`config.mk`:
```
export PLATFORM = sky130hd
export DESIGN_NAME = mbr_partition_table_parser
export DESIGN_NICKNAME = d
export VERILOG_FILES = /design/src/hw/rtl/mbrpt_pkg.sv /design/src/hw/rtl/mbrpt_fit_chk.sv /design/src/hw/rtl/mbr_partition_table_parser.sv
export SDC_FILE = /design/constraint.sdc
export NUM_CORES = 1
export LEC_CHECK = 0
export BUFFER_PORTS_ARGS = -buffer_cell sky130_fd_sc_hd__buf_2
export CORE_ASPECT_RATIO = 0.8
export CORE_UTILIZATION = 50
export CTS_BUF_LIST = sky130_fd_sc_hd__clkbuf_4
export DETAILED_ROUTE_END_ITERATION = 16
export MAX_ROUTING_LAYER = met4
export PLACE_DENSITY = 0.67
export SLEW_MARGIN = 20
export SYNTH_ARGS = -nofsm -noshare
export SYNTH_HDL_FRONTEND = slang
export SYNTH_SLANG_ARGS = --single-unit
```
`constraint.sdc`:
```
create_clock -name clk -period 12.7 [get_ports clk]
set_clock_uncertainty 0.1 [all_clocks]
set_input_delay 1.905 -clock clk [delete_from_list [all_inputs] [get_ports clk]]
set_output_delay 1.905 -clock clk [all_outputs]
set_load 0.03 [all_outputs]
```
`src/hw/rtl/mbrpt_pkg.sv`:
```
// Shared constants and types for the MBR partition table parser.
// Used by mbrpt_fit_chk and mbr_partition_table_parser; depends on nothing.
`default_nettype none

package mbrpt_pkg;

    // Sector layout
    localparam int SECTOR_BYTES  = 512;
    localparam int POS_W         = $clog2(SECTOR_BYTES);
    localparam int TABLE_ENTRIES = 4;
    localparam int ENTRY_W       = $clog2(TABLE_ENTRIES);
    localparam int TBL_BASE      = 446;
    localparam int ENT_BYTES     = 16;
    localparam int TBL_END       = TBL_BASE + ENT_BYTES * TABLE_ENTRIES;
    localparam int REL_W         = $clog2(ENT_BYTES * TABLE_ENTRIES);
    localparam int OFF_W         = $clog2(ENT_BYTES);

    // Offsets inside one table entry
    localparam logic [OFF_W-1:0] OFF_STATUS = 4'd0;
    localparam logic [OFF_W-1:0] OFF_TYPE   = 4'd4;
    localparam logic [1:0]       LANE_START = 2'd2;
    localparam logic [1:0]       LANE_COUNT = 2'd3;

    // FAT parameter bytes: offsets 11..16 go to slots 0..5, offset 21 to slot 6
    localparam int BPB_FIRST  = 11;
    localparam int BPB_LAST   = 16;
    localparam int MEDIA_POS  = 21;
    localparam int BPB_SLOTS  = 7;
    localparam int BPB_IDX_W  = $clog2(BPB_SLOTS);
    localparam logic [BPB_IDX_W-1:0] MEDIA_SLOT = 3'd6;
    localparam int SIG_POS    = 510;

    // Byte codes
    localparam logic [7:0] SIG_BYTE0       = 8'h55;
    localparam logic [7:0] SIG_BYTE1       = 8'hAA;
    localparam logic [7:0] STATUS_IDLE     = 8'h00;
    localparam logic [7:0] STATUS_BOOTABLE = 8'h80;
    localparam logic [7:0] TYPE_EMPTY      = 8'h00;
    localparam logic [7:0] TYPE_EXT_CHS    = 8'h05;
    localparam logic [7:0] TYPE_EXT_LBA    = 8'h0F;
    localparam logic [7:0] TYPE_EXT_LNX    = 8'h85;
    localparam logic [7:0] MEDIA_F0        = 8'hF0;
    localparam logic [7:0] MEDIA_F8        = 8'hF8;
    localparam logic [15:0] FAT_BPS        = 16'd512;

    // Digit-serial sector arithmetic
    localparam int LBA_W   = 32;
    localparam int DIGIT_W = 8;
    localparam int DIGITS  = LBA_W / DIGIT_W;
    localparam int DCNT_W  = $clog2(DIGITS);

    // Status of the fit checker as seen by the sequencer
    typedef struct packed {
        logic done;  // one-cycle pulse after the last digit
        logic fits;  // start and count are nonzero and lie inside the disk
    } fit_res_t;

endpackage

`default_nettype wire

```
`src/hw/rtl/mbrpt_fit_chk.sv`:
```
// Digit-serial bounds check of one partition entry against the disk size.
// Depends on mbrpt_pkg.
`default_nettype none

module mbrpt_fit_chk (
    input  wire logic                      clk,
    input  wire logic                      rst_n,
    input  wire logic                      load,
    input  wire logic [mbrpt_pkg::LBA_W-1:0] start_sector,
    input  wire logic [mbrpt_pkg::LBA_W-1:0] sector_count,
    input  wire logic [mbrpt_pkg::LBA_W-1:0] disk_sectors,
    output mbrpt_pkg::fit_res_t            res
);

    localparam int W  = mbrpt_pkg::LBA_W;
    localparam int DW = mbrpt_pkg::DIGIT_W;

    logic [W-1:0]                    st_sh_reg;
    logic [W-1:0]                    ct_sh_reg;
    logic [W-1:0]                    dk_sh_reg;
    logic [mbrpt_pkg::DCNT_W-1:0]    cnt_reg;
    logic                            busy_reg;
    logic                            done_reg;
    logic                            borrow_reg;
    logic                            diff_nz_reg;
    logic                            st_nz_reg;
    logic                            ct_nz_reg;
    logic                            ct_le_reg;

    logic [DW:0]   sub;
    logic [DW-1:0] diff_digit;
    logic [DW-1:0] st_digit;
    logic [DW-1:0] ct_digit;
    logic          ct_le_next;

    // One digit of disk - start per cycle, least significant first.
    assign st_digit   = st_sh_reg[DW-1:0];
    assign ct_digit   = ct_sh_reg[DW-1:0];
    assign sub        = {1'b0, dk_sh_reg[DW-1:0]} - {1'b0, st_digit} - {{DW{1'b0}}, borrow_reg};
    assign diff_digit = sub[DW-1:0];
    // Going upward, a higher digit decides; an equal digit keeps the lower verdict.
    assign ct_le_next = (ct_digit < diff_digit) || ((ct_digit == diff_digit) && ct_le_reg);

    always_ff @(posedge clk or negedge rst_n)
    begin
        if (!rst_n)
        begin
            busy_reg    <= 1'b0;
            done_reg    <= 1'b0;
            cnt_reg     <= '0;
            borrow_reg  <= 1'b0;
            diff_nz_reg <= 1'b0;
            st_nz_reg   <= 1'b0;
            ct_nz_reg   <= 1'b0;
            ct_le_reg   <= 1'b1;
        end
        else
        begin
            done_reg <= 1'b0;
            if (load)
            begin
                busy_reg    <= 1'b1;
                cnt_reg     <= '0;
                borrow_reg  <= 1'b0;
                diff_nz_reg <= 1'b0;
                st_nz_reg   <= 1'b0;
                ct_nz_reg   <= 1'b0;
                ct_le_reg   <= 1'b1;
            end
            else if (busy_reg)
            begin
                borrow_reg  <= sub[DW];
                diff_nz_reg <= diff_nz_reg || (diff_digit != '0);
                st_nz_reg   <= st_nz_reg || (st_digit != '0);
                ct_nz_reg   <= ct_nz_reg || (ct_digit != '0);
                ct_le_reg   <= ct_le_next;
                cnt_reg     <= cnt_reg + 1'b1;
                if (cnt_reg == mbrpt_pkg::DCNT_W'(mbrpt_pkg::DIGITS - 1))
                begin
                    busy_reg <= 1'b0;
                    done_reg <= 1'b1;
                end
            end
        end
    end

    always_ff @(posedge clk)
    begin
        if (load)
        begin
            st_sh_reg <= start_sector;
            ct_sh_reg <= sector_count;
            dk_sh_reg <= disk_sectors;
        end
        else if (busy_reg)
        begin
            st_sh_reg <= {{DW{1'b0}}, st_sh_reg[W-1:DW]};
            ct_sh_reg <= {{DW{1'b0}}, ct_sh_reg[W-1:DW]};
            dk_sh_reg <= {{DW{1'b0}}, dk_sh_reg[W-1:DW]};
        end
    end

    // start < disk when the subtraction neither borrows nor comes out zero.
    assign res.done = done_reg;
    assign res.fits = st_nz_reg && ct_nz_reg && !borrow_reg && diff_nz_reg && ct_le_reg;

endmodule

`default_nettype wire

```
`src/hw/rtl/mbr_partition_table_parser.sv`:
```
// Top level of the MBR partition table parser: byte capture, MBR test and result sequencing.
// Depends on mbrpt_pkg and mbrpt_fit_chk.
`default_nettype none

// Takes a 512-byte boot sector one byte per beat and, after the last byte, returns four
// result beats, one per partition table entry, with the entry's type, start, count, the
// MBR verdict for the sector and whether the entry is usable on a disk of the configured
// size. Bytes are taken one per cycle while byte_stall is low. Each entry is then checked
// against the disk size by a byte-serial subtract and compare: a load state, the digit
// steps, least significant first, a wait for the done pulse and a move of the result into
// the output register, which waits while the output is stalled. Meanwhile bytes of the next sector
// keep flowing; only a byte at offset 446 or above is held off until the burst is out.
// The byte position is a free-running counter from reset; there is no framing input.
// The disk size may be written whenever no result burst is under way.
module mbr_partition_table_parser (
    input  wire logic        clk,
    input  wire logic        rst_n,
    // sector byte channel
    input  wire logic        byte_valid,
    output logic             byte_stall,
    input  wire logic [7:0]  data_byte,
    // disk size register write
    input  wire logic        cfg_valid,
    output logic             cfg_ready,
    input  wire logic [31:0] cfg_data,
    // result channel
    output logic             result_valid,
    input  wire logic        result_stall,
    output logic [1:0]       entry_index,
    output logic [7:0]       partition_type,
    output logic [31:0]      first_sector,
    output logic [31:0]      sector_count,
    output logic             entry_usable,
    output logic             sector_is_mbr,
    output logic             last_entry
);

    localparam int POS_W = mbrpt_pkg::POS_W;
    localparam int NE    = mbrpt_pkg::TABLE_ENTRIES;
    localparam int EW    = mbrpt_pkg::ENTRY_W;
    localparam int LW    = mbrpt_pkg::LBA_W;

    localparam logic [1:0] S_IDLE = 2'd0;
    localparam logic [1:0] S_LOAD = 2'd1;
    localparam logic [1:0] S_WAIT = 2'd2;
    localparam logic [1:0] S_PUT  = 2'd3;

    logic [POS_W-1:0] pos_reg;
    logic             status_ok_reg;
    logic [7:0]       sig_reg;
    logic [7:0]       bparam_reg [mbrpt_pkg::BPB_SLOTS];
    logic [7:0]       types_reg  [NE];
    logic [LW-1:0]    starts_reg [NE];
    logic [LW-1:0]    counts_reg [NE];
    logic [LW-1:0]    disk_reg;
    logic [1:0]       state_reg;
    logic [1:0]       state_next;
    logic [EW-1:0]    eidx_reg;
    logic [EW-1:0]    eidx_next;
    logic             mbr_reg;

    logic             result_valid_reg;
    logic [EW-1:0]    entry_index_reg;
    logic [7:0]       partition_type_reg;
    logic [LW-1:0]    first_sector_reg;
    logic [LW-1:0]    sector_count_reg;
    logic             entry_usable_reg;
    logic             sector_is_mbr_reg;
    logic             last_entry_reg;

    logic                        byte_acc;
    logic                        tbl_hit;
    logic [mbrpt_pkg::REL_W-1:0] rel;
    logic [EW-1:0]               ent;
    logic [mbrpt_pkg::OFF_W-1:0] off;
    logic                        bpb_hit;
    logic [mbrpt_pkg::BPB_IDX_W-1:0] bpb_idx;
    logic                        last_byte;
    logic                        status_byte_ok;
    logic                        fat_present;
    logic [15:0]                 bps;
    logic [7:0]                  spc;
    logic [15:0]                 rsv;
    logic [7:0]                  nfats;
    logic [7:0]                  media;
    logic                        mbr_now;
    logic                        slot_free;
    logic                        type_ok;
    logic [7:0]                  cur_type;
    mbrpt_pkg::fit_res_t         chk_res;

    // ---------------------------------------------------------------- input side
    assign byte_stall = (state_reg != S_IDLE) && (pos_reg >= POS_W'(mbrpt_pkg::TBL_BASE));
    assign byte_acc   = byte_valid && !byte_stall;
    assign cfg_ready  = 1'b1;

    assign tbl_hit = (pos_reg >= POS_W'(mbrpt_pkg::TBL_BASE))
                  && (pos_reg <  POS_W'(mbrpt_pkg::TBL_END));
    assign rel     = mbrpt_pkg::REL_W'(pos_reg - POS_W'(mbrpt_pkg::TBL_BASE));
    assign ent     = rel[mbrpt_pkg::REL_W-1:mbrpt_pkg::OFF_W];
    assign off     = rel[mbrpt_pkg::OFF_W-1:0];
    assign bpb_hit = (pos_reg >= POS_W'(mbrpt_pkg::BPB_FIRST))
                  && (pos_reg <= POS_W'(mbrpt_pkg::BPB_LAST));
    assign bpb_idx = mbrpt_pkg::BPB_IDX_W'(pos_reg - POS_W'(mbrpt_pkg::BPB_FIRST));
    assign last_byte = (pos_reg == POS_W'(mbrpt_pkg::SECTOR_BYTES - 1));

    assign status_byte_ok = (data_byte == mbrpt_pkg::STATUS_IDLE)
                         || (data_byte == mbrpt_pkg::STATUS_BOOTABLE);

    always_ff @(posedge clk or negedge rst_n)
    begin
        if (!rst_n)
        begin
            pos_reg       <= '0;
            status_ok_reg <= 1'b1;
            disk_reg      <= '0;
        end
        else
        begin
            if (cfg_valid && cfg_ready)
            begin
                disk_reg <= cfg_data;
            end
            if (byte_acc)
            begin
                pos_reg <= pos_reg + 1'b1;
                if (pos_reg == '0)
                begin
                    status_ok_reg <= 1'b1;
                end
                else if (tbl_hit && (off == mbrpt_pkg::OFF_STATUS) && !status_byte_ok)
                begin
                    status_ok_reg <= 1'b0;
                end
            end
        end
    end

    // Captured sector bytes; no reset, every one is written before it is read.
    always_ff @(posedge clk)
    begin
        if (byte_acc)
        begin
            if (bpb_hit)
            begin
                bparam_reg[bpb_idx] <= data_byte;
            end
            else if (pos_reg == POS_W'(mbrpt_pkg::MEDIA_POS))
            begin
                bparam_reg[mbrpt_pkg::MEDIA_SLOT] <= data_byte;
            end
            if (pos_reg == POS_W'(mbrpt_pkg::SIG_POS))
            begin
                sig_reg <= data_byte;
            end
            if (tbl_hit)
            begin
                if (off == mbrpt_pkg::OFF_TYPE)
                begin
                    types_reg[ent] <= data_byte;
                end
                else if (off[3:2] == mbrpt_pkg::LANE_START)
                begin
                    starts_reg[ent][{off[1:0], 3'b000} +: 8] <= data_byte;
                end
                else if (off[3:2] == mbrpt_pkg::LANE_COUNT)
                begin
                    counts_reg[ent][{off[1:0], 3'b000} +: 8] <= data_byte;
                end
            end
        end
    end

    // ---------------------------------------------------------------- MBR test
    assign bps   = {bparam_reg[1], bparam_reg[0]};
    assign spc   = bparam_reg[2];
    assign rsv   = {bparam_reg[4], bparam_reg[3]};
    assign nfats = bparam_reg[5];
    assign media = bparam_reg[mbrpt_pkg::MEDIA_SLOT];

    assign fat_present = (bps == mbrpt_pkg::FAT_BPS)
                      && (spc != 8'd0) && ((spc & (spc - 8'd1)) == 8'd0)
                      && (rsv != 16'd0)
                      && ((nfats == 8'd1) || (nfats == 8'd2))
                      && ((media == mbrpt_pkg::MEDIA_F0) || (media >= mbrpt_pkg::MEDIA_F8));

    assign mbr_now = (sig_reg == mbrpt_pkg::SIG_BYTE0) && (data_byte == mbrpt_pkg::SIG_BYTE1)
                  && !fat_present && status_ok_reg;

    // ---------------------------------------------------------------- result sequencer
    assign slot_free = !result_valid_reg || !result_stall;

    always_comb
    begin
        state_next = state_reg;
        eidx_next  = eidx_reg;
        unique case (state_reg)
            S_IDLE:
            begin
                if (byte_acc && last_byte)
                begin
                    state_next = S_LOAD;
                    eidx_next  = '0;
                end
            end
            S_LOAD:
            begin
                state_next = S_WAIT;
            end
            S_WAIT:
            begin
                if (chk_res.done)
                begin
                    state_next = S_PUT;
                end
            end
            S_PUT:
            begin
                if (slot_free)
                begin
                    if (eidx_reg == EW'(NE - 1))
                    begin
                        state_next = S_IDLE;
                    end
                    else
                    begin
                        state_next = S_LOAD;
                        eidx_next  = eidx_reg + 1'b1;
                    end
                end
            end
            default:
            begin
                state_next = S_IDLE;
            end
        endcase
    end

    always_ff @(posedge clk or negedge rst_n)
    begin
        if (!rst_n)
        begin
            state_reg        <= S_IDLE;
            eidx_reg         <= '0;
            mbr_reg          <= 1'b0;
            result_valid_reg <= 1'b0;
        end
        else
        begin
            state_reg <= state_next;
            eidx_reg  <= eidx_next;
            if ((state_reg == S_IDLE) && byte_acc && last_byte)
            begin
                mbr_reg <= mbr_now;
            end
            if ((state_reg == S_PUT) && slot_free)
            begin
                result_valid_reg <= 1'b1;
            end
            else if (!result_stall)
            begin
                result_valid_reg <= 1'b0;
            end
        end
    end

    mbrpt_fit_chk u_fit_chk (
        .clk          (clk),
        .rst_n        (rst_n),
        .load         (state_reg == S_LOAD),
        .start_sector (starts_reg[eidx_reg]),
        .sector_count (counts_reg[eidx_reg]),
        .disk_sectors (disk_reg),
        .res          (chk_res)
    );

    assign cur_type = types_reg[eidx_reg];
    assign type_ok  = (cur_type != mbrpt_pkg::TYPE_EMPTY)
                   && (cur_type != mbrpt_pkg::TYPE_EXT_CHS)
                   && (cur_type != mbrpt_pkg::TYPE_EXT_LBA)
                   && (cur_type != mbrpt_pkg::TYPE_EXT_LNX);

    always_ff @(posedge clk)
    begin
        if ((state_reg == S_PUT) && slot_free)
        begin
            entry_index_reg    <= eidx_reg;
            partition_type_reg <= cur_type;
            first_sector_reg   <= starts_reg[eidx_reg];
            sector_count_reg   <= counts_reg[eidx_reg];
            entry_usable_reg   <= mbr_reg && type_ok && chk_res.fits;
            sector_is_mbr_reg  <= mbr_reg;
            last_entry_reg     <= (eidx_reg == EW'(NE - 1));
        end
    end

    assign result_valid   = result_valid_reg;
    assign entry_index    = entry_index_reg;
    assign partition_type = partition_type_reg;
    assign first_sector   = first_sector_reg;
    assign sector_count   = sector_count_reg;
    assign entry_usable   = entry_usable_reg;
    assign sector_is_mbr  = sector_is_mbr_reg;
    assign last_entry     = last_entry_reg;

    // ---------------------------------------------------------------- assertions
    a_burst_starts: assert property (@(posedge clk) disable iff (!rst_n)
        (byte_acc && last_byte) |=> ((state_reg == S_LOAD) && (eidx_reg == '0)))
        else $error("last sector byte did not start a result burst");

    a_done_in_wait: assert property (@(posedge clk) disable iff (!rst_n)
        chk_res.done |-> (state_reg == S_WAIT))
        else $error("fit checker finished outside the wait state");

    a_usable_needs_mbr: assert property (@(posedge clk) disable iff (!rst_n)
        result_valid |-> (!entry_usable || sector_is_mbr))
        else $error("usable entry reported on a sector that is not an MBR");

    a_no_table_write_in_burst: assert property (@(posedge clk) disable iff (!rst_n)
        (state_reg != S_IDLE) |-> !(byte_acc && tbl_hit))
        else $error("table byte taken while results are still being sent");

endmodule

`default_nettype wire
```
# Yosys cells after proc, flatten, opt, wreduce, memory -nomap -nowiden
# Memory sizes are Yosys's and may differ from the RTL's.
# Index checks and enable logic that the tools add are counted.
dict set report totals {
  register_bits 238
  mem_bits_rw 344
  in_bits 45
  word_cells 199
  memories 4
}
dict set report op_classes {
  n_addsub 9
  n_lt_le_gt_ge 6
  eq_ne 27
  n_shift 2
  n_mux 62
  bitwise_logic 1
  n_reduce_logical 62
}
# name depth word_bits read_ports rd_ports_with_merged_regs write_ports line_no
set mem_list {}
lappend mem_list {counts_reg 4 32 1 0 1 mbr_partition_table_parser.sv:54} ;# logic [LW-1:0] counts_reg [NE];
lappend mem_list {starts_reg 4 32 1 0 1 mbr_partition_table_parser.sv:53} ;# logic [LW-1:0] starts_reg [NE];
lappend mem_list {bparam_reg 7 8 7 0 1 mbr_partition_table_parser.sv:51} ;# logic [7:0] bparam_reg [mbrpt_pkg::BPB_SLOTS];
lappend mem_list {types_reg 4 8 1 0 1 mbr_partition_table_parser.sv:52} ;# logic [7:0] types_reg [NE];
# op count
set ops {}
lappend ops {{32-bit two-way mux} 8}
lappend ops {{1-bit two-way mux} 42}
lappend ops {{8-bit nonzero test} 5}
lappend ops {{8-bit by 7-bit variable shift with 32-bit output (first input constant)} 1}
lappend ops {{8-bit by 7-bit indexed part select with 32-bit output} 1}
lappend ops {{1-bit logical AND} 28}
lappend ops {{8-bit equality test (second input constant)} 3}
lappend ops {{9-bit equality test (second input constant)} 2}
lappend ops {{16-bit by 10-bit equality test with 1-bit output (second input constant)} 1}
lappend ops {{8-bit logical NOT} 2}
lappend ops {{2-bit two-way mux} 8}
lappend ops {{16-bit nonzero test} 1}
lappend ops {{2-bit equality test (second input constant)} 6}
lappend ops {{9-bit by 1-bit adder with 9-bit output (second input constant)} 1}
lappend ops {{9-bit by 5-bit equality test with 1-bit output (second input constant)} 1}
lappend ops {{9-bit by 4-bit >= comparator with 1-bit output (second input constant)} 1}
lappend ops {{9-bit >= comparator (second input constant)} 1}
lappend ops {{9-bit by 5-bit <= comparator with 1-bit output (second input constant)} 1}
lappend ops {{9-bit logical NOT} 1}
lappend ops {{9-bit < comparator (second input constant)} 1}
lappend ops {{8-bit by 8-bit subtractor with 9-bit output} 1}
lappend ops {{9-bit by 1-bit subtractor with 9-bit output} 1}
lappend ops {{8-bit bitwise AND} 1}
lappend ops {{8-bit by 1-bit equality test with 1-bit output (second input constant)} 1}
lappend ops {{other kinds (30)} 50}

# Depth between registers and ports, before layout
# An unclocked memory read counts as a cell.
dict set report logic_depth {
  ltp_word 11
  depth_mapped 14
  depth_no_buf 14
}

# Hierarchy
# A second synthesis with hierarchy kept.
dict set report hier_totals {
  hier_cells 1204
  area_unflattened_um2 22848.2
}
# module n_inst cells_per_inst area_per_inst_um2 seq_area_each_um2
set by_module_without_submodules {}
lappend by_module_without_submodules {mbr_partition_table_parser 1 872 17834.6 14084.8}
lappend by_module_without_submodules {mbrpt_fit_chk 1 332 5013.6 3109.2}

# Worst setup path after synthesis
# No wires, ideal clock.
dict set report synth_path {
  kind {in2reg}
  start {input port result_stall}
  end {register entry_index_reg[0] (netlist: entry_index[0]) (enable)}
  arrival_ns 7.505
  t_required_ns 11.971
  slack_ns 4.466
  stages 1
  cell_sequence {a21boi_0}
}
dict set report synth_between {
  elab_chain_cells 3
}
# item line_no
set synth_rtl {}
lappend synth_rtl {{start: declaration} mbr_partition_table_parser.sv:28} ;# input wire logic result_stall,
lappend synth_rtl {{1-bit logical NOT} -}
lappend synth_rtl {{1-bit logical OR} mbr_partition_table_parser.sv:191} ;# assign slot_free = !result_valid_reg || !result_stall;
lappend synth_rtl {{1-bit logical AND} mbr_partition_table_parser.sv:285} ;# if ((state_reg == S_PUT) && slot_free)
lappend synth_rtl {{end signal: assignment} mbr_partition_table_parser.sv:287} ;# entry_index_reg <= eidx_reg;
lappend synth_rtl {{end: declaration} mbr_partition_table_parser.sv:63} ;# logic [EW-1:0] entry_index_reg;
# No other way between the ends.
# A chain may end at the register's enable or synchronous reset.

# Worst setup path after layout
dict set report layout_path {
  start {register pos_reg[0]}
  end {output port byte_stall}
}
dict set report layout_between {
  elab_chain_cells 2
}
# item line_no
set layout_rtl {}
lappend layout_rtl {{start: declaration} mbr_partition_table_parser.sv:48} ;# logic [POS_W-1:0] pos_reg;
lappend layout_rtl {{start signal: assignment} mbr_partition_table_parser.sv:126} ;# pos_reg <= pos_reg + 1'b1;
lappend layout_rtl {{9-bit >= comparator} mbr_partition_table_parser.sv:93} ;# assign byte_stall = (state_reg != S_IDLE) && (pos_reg >= POS_W'(mbrpt_pkg::TBL_BASE));
lappend layout_rtl {{1-bit logical AND} mbr_partition_table_parser.sv:93}
lappend layout_rtl {{end: declaration} mbr_partition_table_parser.sv:20} ;# output logic byte_stall,
# No other way between the ends.

==> summary.txt <==
Status
  • Outcome: finished, final reports clean

CTS
  • Worst skew pair latency: 830 ps
  • Reg clk slew, reported paths: 70 ps
  • H-Tree Depth: 4
  • TritonCTS clock tree: done
  • Clock Tree Buf Depth: 3
  • # clock sinks: 582
  • Root buffer selected by CTS: clkbuf_4
  • Resized cells post-CTS: 0
  • Cts bufs inserted: 141
  • Total setup buffers inserted after CTS: 0
  • CTS Hold Bufs: 0

Global route
  • First-pass GRT wire length: 70.78 mm
  • Initial antenna violation count: 1
  • Congestion Overflow GR: 0
  • Vias in the first global route: 11587
  • GRT Total Usage: 21.83%
  • Largest net degree at the start of global routing: 68

Synthesis
  • Synth Register Bits: 582
  • Mean Syn Cell Area: 18.99 um2
  • Gate count after technology mapping: 1198
  • Mapped Area: 22750 um2
  • Largest cells by area after synthesis: edfxtp_1, mux4_2, dfrtp_1
  • Synth Flop Type: edfxtp_1
  • Syn_nets: 1283
  • Synth warn: 0
  • Yosys top cell by area: edfxtp_1
  • Post-synth EDFFs: 525
  • Synth async-reset ratio: 9.794%
  • Sequential area share after synthesis: 75.56%
  • Synth top area share: 69.28%
  • Distinct cells, synth: 64

Finish
  • Fraction of layout cells with a size suffix above 1: 35.73%
  • Fillers: 3348
  • Most frequent cells in the layout: edfxtp_1, clkbuf_4, buf_2
  • NumNets Final: 1516
  • Synthesis-to-layout area growth: 13.89%
  • Commonest non-fill, non-tap cell in the layout: edfxtp_1

Worst setup path
  • Crit-path max cell delay: 640 ps
  • Kind of cell adding the most delay to the critical path: flip-flops
  • CP Cell Sequence: clkinv_1 > ha_1 > a21o_1 > a41oi_1 > nor3_1 > buf_2
  • Critical Path Sink Type: output port
  • Startpoint types: flop
  • CP arrival: 3070 ps
  • Critical Path RT: 10690 ps
  • Crit-path slowest cell: dfrtp_1
  • Critical path class: reg -> out
  • Critical path fanouts, max: 13
  • Buf/Inv on CP: 2

Routing
  • Drt wl/cell: 22.19 um
  • Vias per cell: 5.459
  • DRC viols: 0
  • Starting DRT DRC Count: 962
  • Antenna-violating nets left: 0
  • Via count: 11654
  • DRT Pass-1 Iters: 5
  • Post-Route WL: 47.37 mm

Placement
  • DPL Wire Length: 30.76 mm
  • Gp weighted congestion: 0.8441
  • DP Worst Slack: 8457 ps
  • Port-buffer cells: 123

Timing
  • Setup slack after layout: 7623 ps
  • Slew Viols, Final: 0
  • Fin. Hold Viols: 0
  • Minimum clock period: 5077 ps
  • Maximum clock frequency: 197.0 MHz
  • Setup TNS: 0 ps
  • Slew headroom: 20.65%
  • Worst Tran Pin Value: 1187 ps
  • Final setup viols: 0
  • RSZ-0062 raised after global routing: no
  • Fin crit share: 39.98%

Power and ir drop
  • PwrDens: 161.0 nW/um2
  • Total power: 0.004173 W
  • Leak pwr: 8.940 nW
  • Worst vdd ir: 0.08455 mV

Job
  • Max_cap viols: 0

Floorplanning
  • Die area: 46370 um2
  • Die width: 240.5 um
  • # IOs: 125
  • Area of the core: 44630 um2
  • Num rows: 69
  • Initial Utilization: 50.98%
  • Chip height: 192.8 um

Worst hold path
  • Hold Path Class: reg -> reg
power breakdown:
group          leakage (nW)  internal (W)  switching, W  total (W)
Sequential             5.51       0.00219     0.0000437    0.00223
Clock                  1.11      0.000887      0.000706    0.00159
Combinational          2.32     0.0000904      0.000259   0.000350
Total                  8.94       0.00316       0.00101    0.00417
cell usage after synthesis, drive strengths merged, types with 2 or more instances:
library cell / number
ha: 38
nor4: 12
o21a: 3
a21o: 5
xnor2: 14
and2: 57
nand3b: 3
nand3: 8
or2: 3
o21bai: 3
nor3: 16
a41oi: 2
a32o: 2
o21ai: 15
nor4b: 6
a211oi: 2
dfstp: 2
and4: 2
buf: 19
or3: 2
nand4: 9
dfrtp: 55
nand2: 38
nor2: 58
a22o: 3
and3: 6
edfxtp: 525
fa: 2
clkbuf: 23
mux2: 107
inv: 33
nand2b: 3
nor3b: 5
xor2: 7
a31oi: 2
a21oi: 16
or4: 2
mux4: 72
stage by stage:
| stage | instances | util (%) | instance area [um2] | hold slack, ps |
|---|---|---|---|---|
| after floorplan | 1198 | - | 22750 | 341.2 |
| after global placement | 1891 | 53.84 | 24030 | 382.3 |
| after detailed placement | 1891 | 53.84 | 24030 | 388.3 |
| after CTS | 2134 | 58.06 | 25910 | 401.8 |
| after global routing | 2135 | 58.06 | 25910 | 414.0 |
| final | 2135 | 58.06 | 25910 | 400.3 |
worst reg2reg max path, stage by stage, from the launching register on:
cell	delay, ps
dfrtp_1	640
clkinv_1	400
ha_1	370
a21o_1	200
a41oi_1	340
o31a_1	550
nand2_1	190
nor3_1	850
per-layer routing:
layer	part of all wire [%]	vias to the layer above	GRT usage, %
met1	46	5860	31.30
met2	46	476	30.57
met3	7.0	59	5.478
met5	0	-	-
met4	1.6	0	7.227
li1	-	5259	-
area by class of cell:
type,instances,area [um2],share of cell area [%]
sequential,582,17200,66.38
multi-input combinational,540,5264,20.31
clock buffer,207,1554,5.997
tap,603,754.5,2.911
timing repair buffer,132,683.2,2.636
clock inverter,36,327.8,1.265
inverter,34,127.6,0.4925
antenna,1,2.502,0.009656
logic make-up after synthesis:
group                    count (synthesis)  synth area share (%)
AO/OA/AOI/OAI                           63                 1.842
multiplexers                           180                 12.48
other                                    1               0.01648
XOR/XNOR                                21                0.8083
adder cells (fa/ha/maj)                 40                 2.266
buffers and inverters                   76                 1.479
AND/OR/NAND/NOR                        235                 5.543
flip-flops                             582                 75.56
final timing paths:
check / from / end / slack [ps] / cells after the start
worst max-delay path: pos_reg[0] / byte_stall / 7620 / 6
worst min-delay path: disk_reg[25] / disk_reg[25] / 400 / 1
worst max register to register: pos_reg[0] / bparam_reg[0][0] / 8670 / 7
worst min register to register: disk_reg[25] / disk_reg[25] / 400 / 1
max in group asynchronous: rst_n / eidx_reg[0] / 10650 / 2
min in group asynchronous: rst_n / disk_reg[9] / 1160 / 2
(Power assumes the default switching activity.)
